File: src/sv/mtqs_pkg.sv
// Shared types and constants for the triangle quality statistics block.
package mtqs_pkg;

  localparam int COORD_BITS = 16;
  localparam int Q_BITS = 17;
  localparam logic [Q_BITS-1:0] Q_ONE = 17'h10000;

  typedef struct packed {
    logic signed [COORD_BITS-1:0] ax;
    logic signed [COORD_BITS-1:0] ay;
    logic signed [COORD_BITS-1:0] az;
    logic signed [COORD_BITS-1:0] bx;
    logic signed [COORD_BITS-1:0] by_coord;
    logic signed [COORD_BITS-1:0] bz;
    logic signed [COORD_BITS-1:0] cx;
    logic signed [COORD_BITS-1:0] cy;
    logic signed [COORD_BITS-1:0] cz;
    logic                         last_face;
  } in_t;

  typedef struct packed {
    logic [Q_BITS-1:0] face_quality;
    logic [Q_BITS-1:0] min_quality;
    logic [Q_BITS-1:0] mean_quality;
    logic              degenerate;
    logic              is_last;
  } out_t;

  typedef enum logic {
    RDU_SQRT,
    RDU_DIV
  } rdu_mode_t;

  typedef struct packed {
    logic      start;
    rdu_mode_t mode;
  } rdu_ctl_t;

endpackage

File: src/sv/mtqs_rdu.sv
// Bit-serial square root and restoring divider sharing one subtractor.
module mtqs_rdu import mtqs_pkg::*; #(
  parameter int RW  = 106,
  parameter int AW  = 55,
  parameter int DVW = 53
) (
  input  logic                clk,
  input  logic                rst_n,
  input  rdu_ctl_t            ctl,
  input  logic [RW-1:0]       rad,
  input  logic [DVW-1:0]      dividend,
  input  logic [AW-1:0]       divisor,
  output logic                done,
  output logic [RW/2-1:0]     res
);

  localparam int QW = RW / 2;
  localparam int CW = $clog2(QW + 1);

  logic            busy_r, done_r;
  rdu_mode_t       mode_r;
  logic [CW-1:0]   cnt_r;
  logic [AW-1:0]   rem_r, dvs_r;
  logic [QW-1:0]   root_r;
  logic [RW-1:0]   rad_r;
  logic [Q_BITS-1:0] lo_r;

  logic [AW-1:0]   rem_sh, trial;
  logic [AW:0]     diff;
  logic            ge;

  always_comb begin
    if (mode_r == RDU_SQRT) begin
      rem_sh = {rem_r[AW-3:0], rad_r[RW-1:RW-2]};
      trial  = AW'({root_r, 2'b01});
    end else begin
      rem_sh = {rem_r[AW-2:0], lo_r[Q_BITS-1]};
      trial  = dvs_r;
    end
    diff = {1'b0, rem_sh} - {1'b0, trial};
    ge   = !diff[AW];
  end

  always_ff @(posedge clk) begin
    if (!rst_n) begin
      busy_r <= 1'b0;
      done_r <= 1'b0;
      mode_r <= RDU_SQRT;
      cnt_r  <= '0;
    end else begin
      done_r <= 1'b0;
      if (ctl.start && !busy_r) begin
        busy_r <= 1'b1;
        mode_r <= ctl.mode;
        root_r <= '0;
        rad_r  <= rad;
        dvs_r  <= divisor;
        lo_r   <= dividend[Q_BITS-1:0];
        if (ctl.mode == RDU_SQRT) begin
          rem_r <= '0;
          cnt_r <= CW'(QW);
        end else begin
          rem_r <= AW'(dividend >> Q_BITS);
          cnt_r <= CW'(Q_BITS);
        end
      end else if (busy_r) begin
        rem_r  <= ge ? diff[AW-1:0] : rem_sh;
        root_r <= {root_r[QW-2:0], ge};
        rad_r  <= rad_r << 2;
        lo_r   <= lo_r << 1;
        cnt_r  <= cnt_r - 1'b1;
        if (cnt_r == CW'(1)) begin
          busy_r <= 1'b0;
          done_r <= 1'b1;
        end
      end
    end
  end

  assign done = done_r;
  assign res  = root_r;

endmodule

File: src/sv/mesh_triangle_quality_stats_core.sv
// Top level: triangle shape quality with running mesh statistics.
//
// Usage:
//  - Input channel in_valid/in_ready/in_data carries one triangle request:
//    nine signed vertex coordinates and a last_face flag.
//  - Output channel out_valid/out_ready/out_data returns one result per
//    request: face quality (Q1.16), running minimum, mean (last face only),
//    degenerate and is_last flags.
//  - Sequence: a multiply phase on one shared multiplier (24 products),
//    a prep step, a square root of the scaled area term (RW/2 = 53
//    steps), a 17-step divide by the edge sum, then stats and output
//    load. A new request is taken only after the result is loaded. A last
//    face adds the mean divide. Degenerate faces skip root and divide.
//  - One request at a time: in_ready is high only while the sequencer idles.
//  - The result sits in an output register; a stalled receiver holds the
//    block in its final state until out_ready frees the register.
//  - Reset clears face count and quality sum and sets the minimum to one.
//  - The last face reports the mean, then clears the statistics.
module mesh_triangle_quality_stats_core import mtqs_pkg::*; #(
  parameter int COUNT_BITS = 24
) (
  input  logic clk,
  input  logic rst_n,
  input  logic in_valid,
  output logic in_ready,
  input  in_t  in_data,
  output logic out_valid,
  input  logic out_ready,
  output out_t out_data
);

  localparam int C    = COORD_BITS;
  localparam int DW   = C + 1;            // edge vector component
  localparam int H    = C + 1;            // half of cross magnitude
  localparam int MW   = C + 2;            // multiplier operand (signed)
  localparam int PW   = 2 * MW;
  localparam int XW   = 2 * C + 3;        // cross component, signed
  localparam int MG   = 2 * H;            // cross magnitude
  localparam int T2W  = 4 * H + 2;
  localparam int RW   = T2W + 36;         // 12 * T2 * 2^32
  localparam int QW   = RW / 2;
  localparam int SW   = 2 * C + 6;
  localparam int AW   = QW + 2;
  localparam int SUMW = COUNT_BITS + Q_BITS;
  localparam int DVW  = (QW > SUMW) ? QW : SUMW;
  localparam logic [COUNT_BITS-1:0] CNT_MAX = '1;
  localparam logic [4:0] LAST_STEP = 5'd23;

  typedef enum logic [3:0] {
    S_IDLE, S_MUL, S_PREP, S_SQW, S_DQ, S_DQW, S_STAT, S_DM, S_DMW, S_OUT
  } state_t;

  typedef enum logic [2:0] {
    ACC_NONE, ACC_CRP, ACC_CRN, ACC_S, ACC_HH, ACC_HL, ACC_LL
  } acc_t;

  state_t st_r;
  logic [4:0] k_r;
  logic signed [DW-1:0] d_r [9];   // ux uy uz vx vy vz wx wy wz
  logic signed [XW-1:0] cr_r [3];
  logic [SW-1:0]  s_r;
  logic [T2W-1:0] t2_r;
  logic signed [PW-1:0] prod_r;
  acc_t acc_r;
  logic [1:0] ci_r;
  logic [Q_BITS-1:0] q_r, mean_r, min_r;
  logic deg_r, last_r;
  logic [COUNT_BITS-1:0] count_r;
  logic [SUMW-1:0] sum_r;
  logic out_valid_r;
  out_t out_r;
  logic out_load;

  // operand selection for the shared multiplier
  logic signed [MW-1:0] opa, opb;
  acc_t acc_k;
  logic [1:0] ci_k, mi;
  logic signed [XW-1:0] crsel;
  logic [MG-1:0] mag;
  logic signed [MW-1:0] hi_op, lo_op;

  always_comb begin
    mi = 2'd0;
    if (k_r >= 5'd18) mi = 2'd1;
    if (k_r >= 5'd21) mi = 2'd2;
    crsel = cr_r[mi];
    mag   = crsel[XW-1] ? MG'(-crsel) : MG'(crsel);
    hi_op = MW'({1'b0, mag[MG-1:H]});
    lo_op = MW'({1'b0, mag[H-1:0]});
    opa = '0; opb = '0; acc_k = ACC_NONE; ci_k = 2'd0;
    case (k_r)
      5'd0: begin opa = MW'(d_r[1]); opb = MW'(d_r[5]); acc_k = ACC_CRP; ci_k = 2'd0; end
      5'd1: begin opa = MW'(d_r[2]); opb = MW'(d_r[4]); acc_k = ACC_CRN; ci_k = 2'd0; end
      5'd2: begin opa = MW'(d_r[2]); opb = MW'(d_r[3]); acc_k = ACC_CRP; ci_k = 2'd1; end
      5'd3: begin opa = MW'(d_r[0]); opb = MW'(d_r[5]); acc_k = ACC_CRN; ci_k = 2'd1; end
      5'd4: begin opa = MW'(d_r[0]); opb = MW'(d_r[4]); acc_k = ACC_CRP; ci_k = 2'd2; end
      5'd5: begin opa = MW'(d_r[1]); opb = MW'(d_r[3]); acc_k = ACC_CRN; ci_k = 2'd2; end
      5'd6, 5'd7, 5'd8, 5'd9, 5'd10, 5'd11, 5'd12, 5'd13, 5'd14: begin
        opa = MW'(d_r[4'(k_r - 5'd6)]);
        opb = opa;
        acc_k = ACC_S;
      end
      5'd15, 5'd18, 5'd21: begin opa = hi_op; opb = hi_op; acc_k = ACC_HH; end
      5'd16, 5'd19, 5'd22: begin opa = hi_op; opb = lo_op; acc_k = ACC_HL; end
      5'd17, 5'd20, 5'd23: begin opa = lo_op; opb = lo_op; acc_k = ACC_LL; end
      default: begin acc_k = ACC_NONE; end
    endcase
  end

  // shared root / divide unit
  rdu_ctl_t rdu_ctl;
  logic [RW-1:0]  rad_w;
  logic [DVW-1:0] rdu_dvd;
  logic [AW-1:0]  rdu_dvs;
  logic           rdu_done;
  logic [QW-1:0]  rdu_res;
  logic [Q_BITS-1:0] rdu_q;

  always_comb begin
    rdu_ctl.start = (st_r == S_PREP && t2_r != '0) || st_r == S_DQ || st_r == S_DM;
    rdu_ctl.mode  = (st_r == S_PREP) ? RDU_SQRT : RDU_DIV;
    rdu_dvd = (st_r == S_DQ) ? DVW'(rdu_res) : DVW'(sum_r);
    rdu_dvs = (st_r == S_DQ) ? AW'(s_r) : AW'(count_r);
    rdu_q   = (rdu_res > QW'(Q_ONE)) ? Q_ONE : rdu_res[Q_BITS-1:0];
  end

  mtqs_rdu #(.RW(RW), .AW(AW), .DVW(DVW)) u_rdu (
    .clk      (clk),
    .rst_n    (rst_n),
    .ctl      (rdu_ctl),
    .rad      (rad_w),
    .dividend (rdu_dvd),
    .divisor  (rdu_dvs),
    .done     (rdu_done),
    .res      (rdu_res)
  );

  // radicand is loaded by the root unit at the prep edge
  logic [T2W+3:0] t2x12;
  assign t2x12 = ({t2_r, 3'b0} + {1'b0, t2_r, 2'b0});
  assign rad_w = {t2x12[RW-33:0], 32'b0};

  assign out_load = (st_r == S_OUT) && (!out_valid_r || out_ready);

  always_ff @(posedge clk) begin
    if (!rst_n) begin
      st_r        <= S_IDLE;
      k_r         <= '0;
      acc_r       <= ACC_NONE;
      count_r     <= '0;
      sum_r       <= '0;
      min_r       <= Q_ONE;
      out_valid_r <= 1'b0;
    end else begin
      if (out_load) begin
        out_valid_r <= 1'b1;
      end else if (out_valid_r && out_ready) begin
        out_valid_r <= 1'b0;
      end
      case (st_r)
        S_IDLE: begin
          if (in_valid) begin
            d_r[0] <= DW'(in_data.bx) - DW'(in_data.ax);
            d_r[1] <= DW'(in_data.by_coord) - DW'(in_data.ay);
            d_r[2] <= DW'(in_data.bz) - DW'(in_data.az);
            d_r[3] <= DW'(in_data.cx) - DW'(in_data.ax);
            d_r[4] <= DW'(in_data.cy) - DW'(in_data.ay);
            d_r[5] <= DW'(in_data.cz) - DW'(in_data.az);
            d_r[6] <= DW'(in_data.cx) - DW'(in_data.bx);
            d_r[7] <= DW'(in_data.cy) - DW'(in_data.by_coord);
            d_r[8] <= DW'(in_data.cz) - DW'(in_data.bz);
            last_r <= in_data.last_face;
            for (int i = 0; i < 3; i++) cr_r[i] <= '0;
            s_r   <= '0;
            t2_r  <= '0;
            k_r   <= '0;
            acc_r <= ACC_NONE;
            st_r  <= S_MUL;
          end
        end
        S_MUL: begin
          prod_r <= PW'(opa * opb);
          acc_r  <= acc_k;
          ci_r   <= ci_k;
          k_r    <= k_r + 1'b1;
          case (acc_r)
            ACC_CRP: cr_r[ci_r] <= cr_r[ci_r] + XW'(prod_r);
            ACC_CRN: cr_r[ci_r] <= cr_r[ci_r] - XW'(prod_r);
            ACC_S:   s_r <= s_r + SW'(prod_r);
            ACC_HH:  t2_r <= t2_r + (T2W'(unsigned'(prod_r)) << (2 * H));
            ACC_HL:  t2_r <= t2_r + (T2W'(unsigned'(prod_r)) << (H + 1));
            ACC_LL:  t2_r <= t2_r + T2W'(unsigned'(prod_r));
            default: ;
          endcase
          if (k_r == LAST_STEP + 5'd1) st_r <= S_PREP;
        end
        S_PREP: begin
          deg_r <= (t2_r == '0);
          if (t2_r == '0) begin
            q_r  <= '0;
            st_r <= S_STAT;
          end else begin
            st_r <= S_SQW;
          end
        end
        S_SQW: if (rdu_done) st_r <= S_DQ;
        S_DQ:  st_r <= S_DQW;
        S_DQW: begin
          if (rdu_done) begin
            q_r  <= rdu_q;
            st_r <= S_STAT;
          end
        end
        S_STAT: begin
          if (q_r < min_r) min_r <= q_r;
          if (count_r != CNT_MAX) begin
            count_r <= count_r + 1'b1;
            sum_r   <= sum_r + SUMW'(q_r);
          end
          mean_r <= '0;
          st_r   <= last_r ? S_DM : S_OUT;
        end
        S_DM:  st_r <= S_DMW;
        S_DMW: begin
          if (rdu_done) begin
            mean_r <= rdu_q;
            st_r   <= S_OUT;
          end
        end
        S_OUT: begin
          if (out_load) begin
            out_r.face_quality <= q_r;
            out_r.min_quality  <= min_r;
            out_r.mean_quality <= mean_r;
            out_r.degenerate   <= deg_r;
            out_r.is_last      <= last_r;
            if (last_r) begin
              count_r <= '0;
              sum_r   <= '0;
              min_r   <= Q_ONE;
            end
            st_r <= S_IDLE;
          end
        end
        default: st_r <= S_IDLE;
      endcase
    end
  end

  assign in_ready  = (st_r == S_IDLE);
  assign out_valid = out_valid_r;
  assign out_data  = out_r;

  // degenerate faces report zero quality
  a_degen_zero: assert property (@(posedge clk) disable iff (!rst_n)
    out_valid && out_data.degenerate |-> out_data.face_quality == '0)
    else $error("degenerate face with nonzero quality");

  // the running minimum includes the current face
  a_min_le_face: assert property (@(posedge clk) disable iff (!rst_n)
    out_valid |-> out_data.min_quality <= out_data.face_quality)
    else $error("minimum above face quality");

  // mean only on the closing face, never above one
  a_mean: assert property (@(posedge clk) disable iff (!rst_n)
    out_valid |-> (out_data.is_last || out_data.mean_quality == '0) &&
                  out_data.mean_quality <= Q_ONE)
    else $error("bad mean field");

endmodule

File: config.mk
export PLATFORM = sky130hd
export DESIGN_NAME = mesh_triangle_quality_stats_core
export DESIGN_NICKNAME = d
export VERILOG_FILES = /design/src/sv/mtqs_pkg.sv /design/src/sv/mtqs_rdu.sv /design/src/sv/mesh_triangle_quality_stats_core.sv
export SDC_FILE = /design/constraint.sdc
export NUM_CORES = 2
export LEC_CHECK = 0
export ABC_AREA = 1
export BUFFER_PORTS_ARGS = -buffer_cell sky130_fd_sc_hd__buf_2
export CAP_MARGIN = 30
export CORE_UTILIZATION = 37
export CTS_BUF_LIST = sky130_fd_sc_hd__clkbuf_16
export CTS_CLUSTER_DIAMETER = 200
export DETAILED_ROUTE_END_ITERATION = 8
export HOLD_SLACK_MARGIN = 0.03
export PLACE_DENSITY_LB_ADDON = 0.1
export SETUP_SLACK_MARGIN = 0.2
export SYNTH_ARGS = -nofsm -noshare
export SYNTH_HDL_FRONTEND = slang
export SYNTH_SLANG_ARGS = --single-unit
File: constraint.sdc
create_clock -name clk -period 18.4 [get_ports clk]
set_input_delay 1.84 -clock clk [delete_from_list [all_inputs] [get_ports clk]]
set_output_delay 1.84 -clock clk [all_outputs]
set_load 0.005 [all_outputs]
==> reports/summary.txt <==
Slew Limit Headroom: 30.3%
Top FF cell, synth: edfxtp_1
Drc violations: 0
Post-CTS Setup Repair Bufs: 0
H-tree levels: 3
GRT met1 Usage: 36.8%
Share of the synthesized area in the top cell type: 27.6%
Crit. End Element: flop
Period utilization: 60.0%
Total core area: 0.223 sq mm
CTS tree: built
IO Pins: 204
Syn nets: 12300
Worst setup path category: reg2reg
Reg-to-reg startpoint: k_r[0]$_SDFFE_PN0P_
GR Util met3: 2.94%
Asr flop ratio synth: 0%
Initial antenna violation count: 7
Fin cells: 14400
F_max: 0.0906 GHz
Clk pin slew, worst setup/hold paths: 0.06 ns
Status: completed
Hold_ws: 0.415 ns
Fillers: 23500
Clk root buf: clkbuf_16
Clock Latency Late Sink: 0.82 ns
Gr ovfl total: 0
Grt met2 use: 48.0%
Share of cells above drive strength 1: 5.84%
Die X: 475 um
Final Slew Violations: 0
Clock sinks: 868
Synth Instances: 11200
Post-route ant nets: 0
Worst setup path start: k_r[0]$_SDFFE_PN0P_
Register area share after synthesis: 30.2%
DP HPWL: 264 mm
Post-Place Cells: 14200
Mapped Area: 0.0829 sq mm
Top-count cell post-synth: nand2_1
Iteration-0 DRC count of the detailed router: 5859
GRT Util Overall: 28.5%
Die footprint: 0.226 sq mm
Worst slew pin tran: 1.04 ns
Largest net degree at the start of global routing: 98
Global route hottest layer: met2
Avg WL per Cell: 22.8 um
Mean Syn Cell Area: 7.42 sq um
Largest stage delay, worst path: 0.90 ns
Hold_sp: mean_r[7]$_SDFFCE_PN0P_
Area grow syn2layout: 9.89%
First-pass GRT wire length: 481 mm
Number of global-route vias before repair: 74800
Pre-antenna DRT Iters: 6
Worst Skew: 0.0657 ns
Max Cap Viol: 0
RSZ-0062 raised after global routing: no
Initial Utilization: 37.3%
Std-Cell Rows: 173
Worst Setup Start Kind: flop
Post-CTS Hold Buffers: 0
Gpl congestion: 0.984
Vias per std cell: 5.33
IO buf count: 203
CTS Buffer Depth: 3
Final hold vios: 0
Ranking of synthesized cells by area: edfxtp_1 (28%), nand2_1 (10%), ha_1 (9.4%)
PostCTS Resize Cnt: 0
CTS Buf Count: 107
Critical Path Slowest Stage Cell: fa_1
Max FO, Critical Path: 55
Critical path arrival: 11.54 ns
Synth Register Bits: 868
Synth cell count leaders: nand2_1 (2317), inv_1 (1885), nor2_1 (1146)
EDFF count, synth: 762
Ys Warns: 0
Setup_tns: 0 ns
Nets: 12400
Setup violations, final: 0
Hold WC Path Type: reg2reg
Period minus WS final: 11.03 ns
Die height: 475 um
Via count: 76700
Number of distinct library cells after synthesis: 70
Worst endpoint required time: 18.91 ns
Synth area leader: edfxtp_1
Drt total wl: 328 mm
## sequential cells by signal, indices dropped and copies added, names as in the netlist, 3 cells and up, named ones only
register and flops:
acc_r 3, u_rdu.lo_r 17, u_rdu.res 53, u_rdu.cnt_r 6, prod_r 36, t2_r 70
u_rdu.dvs_r 38, u_rdu.rad_r 72, st_r 4, out_data 53, s_r 38, sum_r 41
cr_r 140, mean_r 17, u_rdu.rem_r 54, k_r 5, d_r 153, min_r 17
count_r 24, q_r 17
## stage by stage
stage	cell area, sq um	utilization, %	worst slack [ns]
2_1_floorplan	82900	-	8.01
3_3_place_gp	87200	39.2	7.44
3_5_place_dp	87300	39.2	7.46
4_1_cts	91100	40.9	7.45
5_1_grt	91100	40.9	6.57
6_report	91100	40.9	7.37
## layout make-up
type | instances | area (sq um) | share of cell area [%]
Antenna cell | 6 | 15.0 | 0.0165
Clock inverter | 94 | 1070 | 1.18
Timing Repair Buffer | 304 | 1850 | 2.03
Clock buffer | 107 | 2680 | 2.94
Sequential cell | 868 | 25000 | 27.5
Inverter | 1925 | 7240 | 7.95
Multi-Input combinational cell | 8123 | 49500 | 54.4
Tap cell | 2975 | 3720 | 4.09
## worst max-delay path: cells and delay by family, from the launching register on
kind | cells | cell delay (ns)
and+or+nand+nor | 13 | 2.46
DFF | 1 | 0.87
AOI/OAI and AO/OA | 3 | 0.51
xor gates and xnor gates | 2 | 0.35
buffers and inverters | 11 | 2.20
adders and majority gates | 8 | 4.28
## routing by layer
layer  routed length (um)  vias up
met5                    0        -
met4                15800        0
met3                16000      485
met2               155000     2214
met1               142000    36800
li1                     -    37200
## placed cells by master (no fill, tap or decap), types with 35 or more instances in the layout
cell type | synthesis | final
a211oi_1 | 42 | 40
a21boi_0 | 39 | 39
a21o_1 | 40 | 40
a21oi_1 | 958 | 957
a31oi_1 | 116 | 116
buf_2 | 20 | 205
buf_4 | 15 | 95
clkbuf_16 | 0 | 107
clkinv_1 | 7 | 35
dfxtp_1 | 106 | 103
edfxtp_1 | 762 | 762
fa_1 | 346 | 346
ha_1 | 622 | 622
inv_1 | 1885 | 1892
nand2_1 | 2317 | 2315
nand3_1 | 535 | 535
nand4_1 | 118 | 118
nor2_1 | 1146 | 1136
nor3_1 | 143 | 141
o211ai_1 | 51 | 51
o21ai_0 | 840 | 840
o21bai_1 | 62 | 62
or2_2 | 56 | 56
xnor2_1 | 132 | 132
xor2_1 | 209 | 209
## logic make-up (layout without fill, tap and decap cells)
| group | after synthesis | after routing | share of synthesized area [%] |
|---|---|---|---|
| and+or+nand+nor | 4479 | 4479 | 22.6 |
| AOI/OAI and AO/OA | 2309 | 2309 | 15.3 |
| buffers and inverters | 2186 | 2430 | 10.2 |
| adders and majority gates | 968 | 968 | 17.7 |
| DFF | 868 | 868 | 30.2 |
| xor gates and xnor gates | 341 | 341 | 3.60 |
| muxes | 26 | 26 | 0.314 |
| other | 0 | 6 | 0 |
## worst paths after layout
kind	to	slack (ns)	cells past startpoint
setup reg to reg	prod_r[33]$_DFFE_PP_	7.37	37
hold / removal	out_data[9]$_DFFE_PP_	0.42	0
setup / recovery	prod_r[33]$_DFFE_PP_	7.37	37
hold reg to reg	out_data[9]$_DFFE_PP_	0.42	0
Power is not shown: default switching activity piles up to over one toggle a cycle in this logic, so the estimate is an artifact.
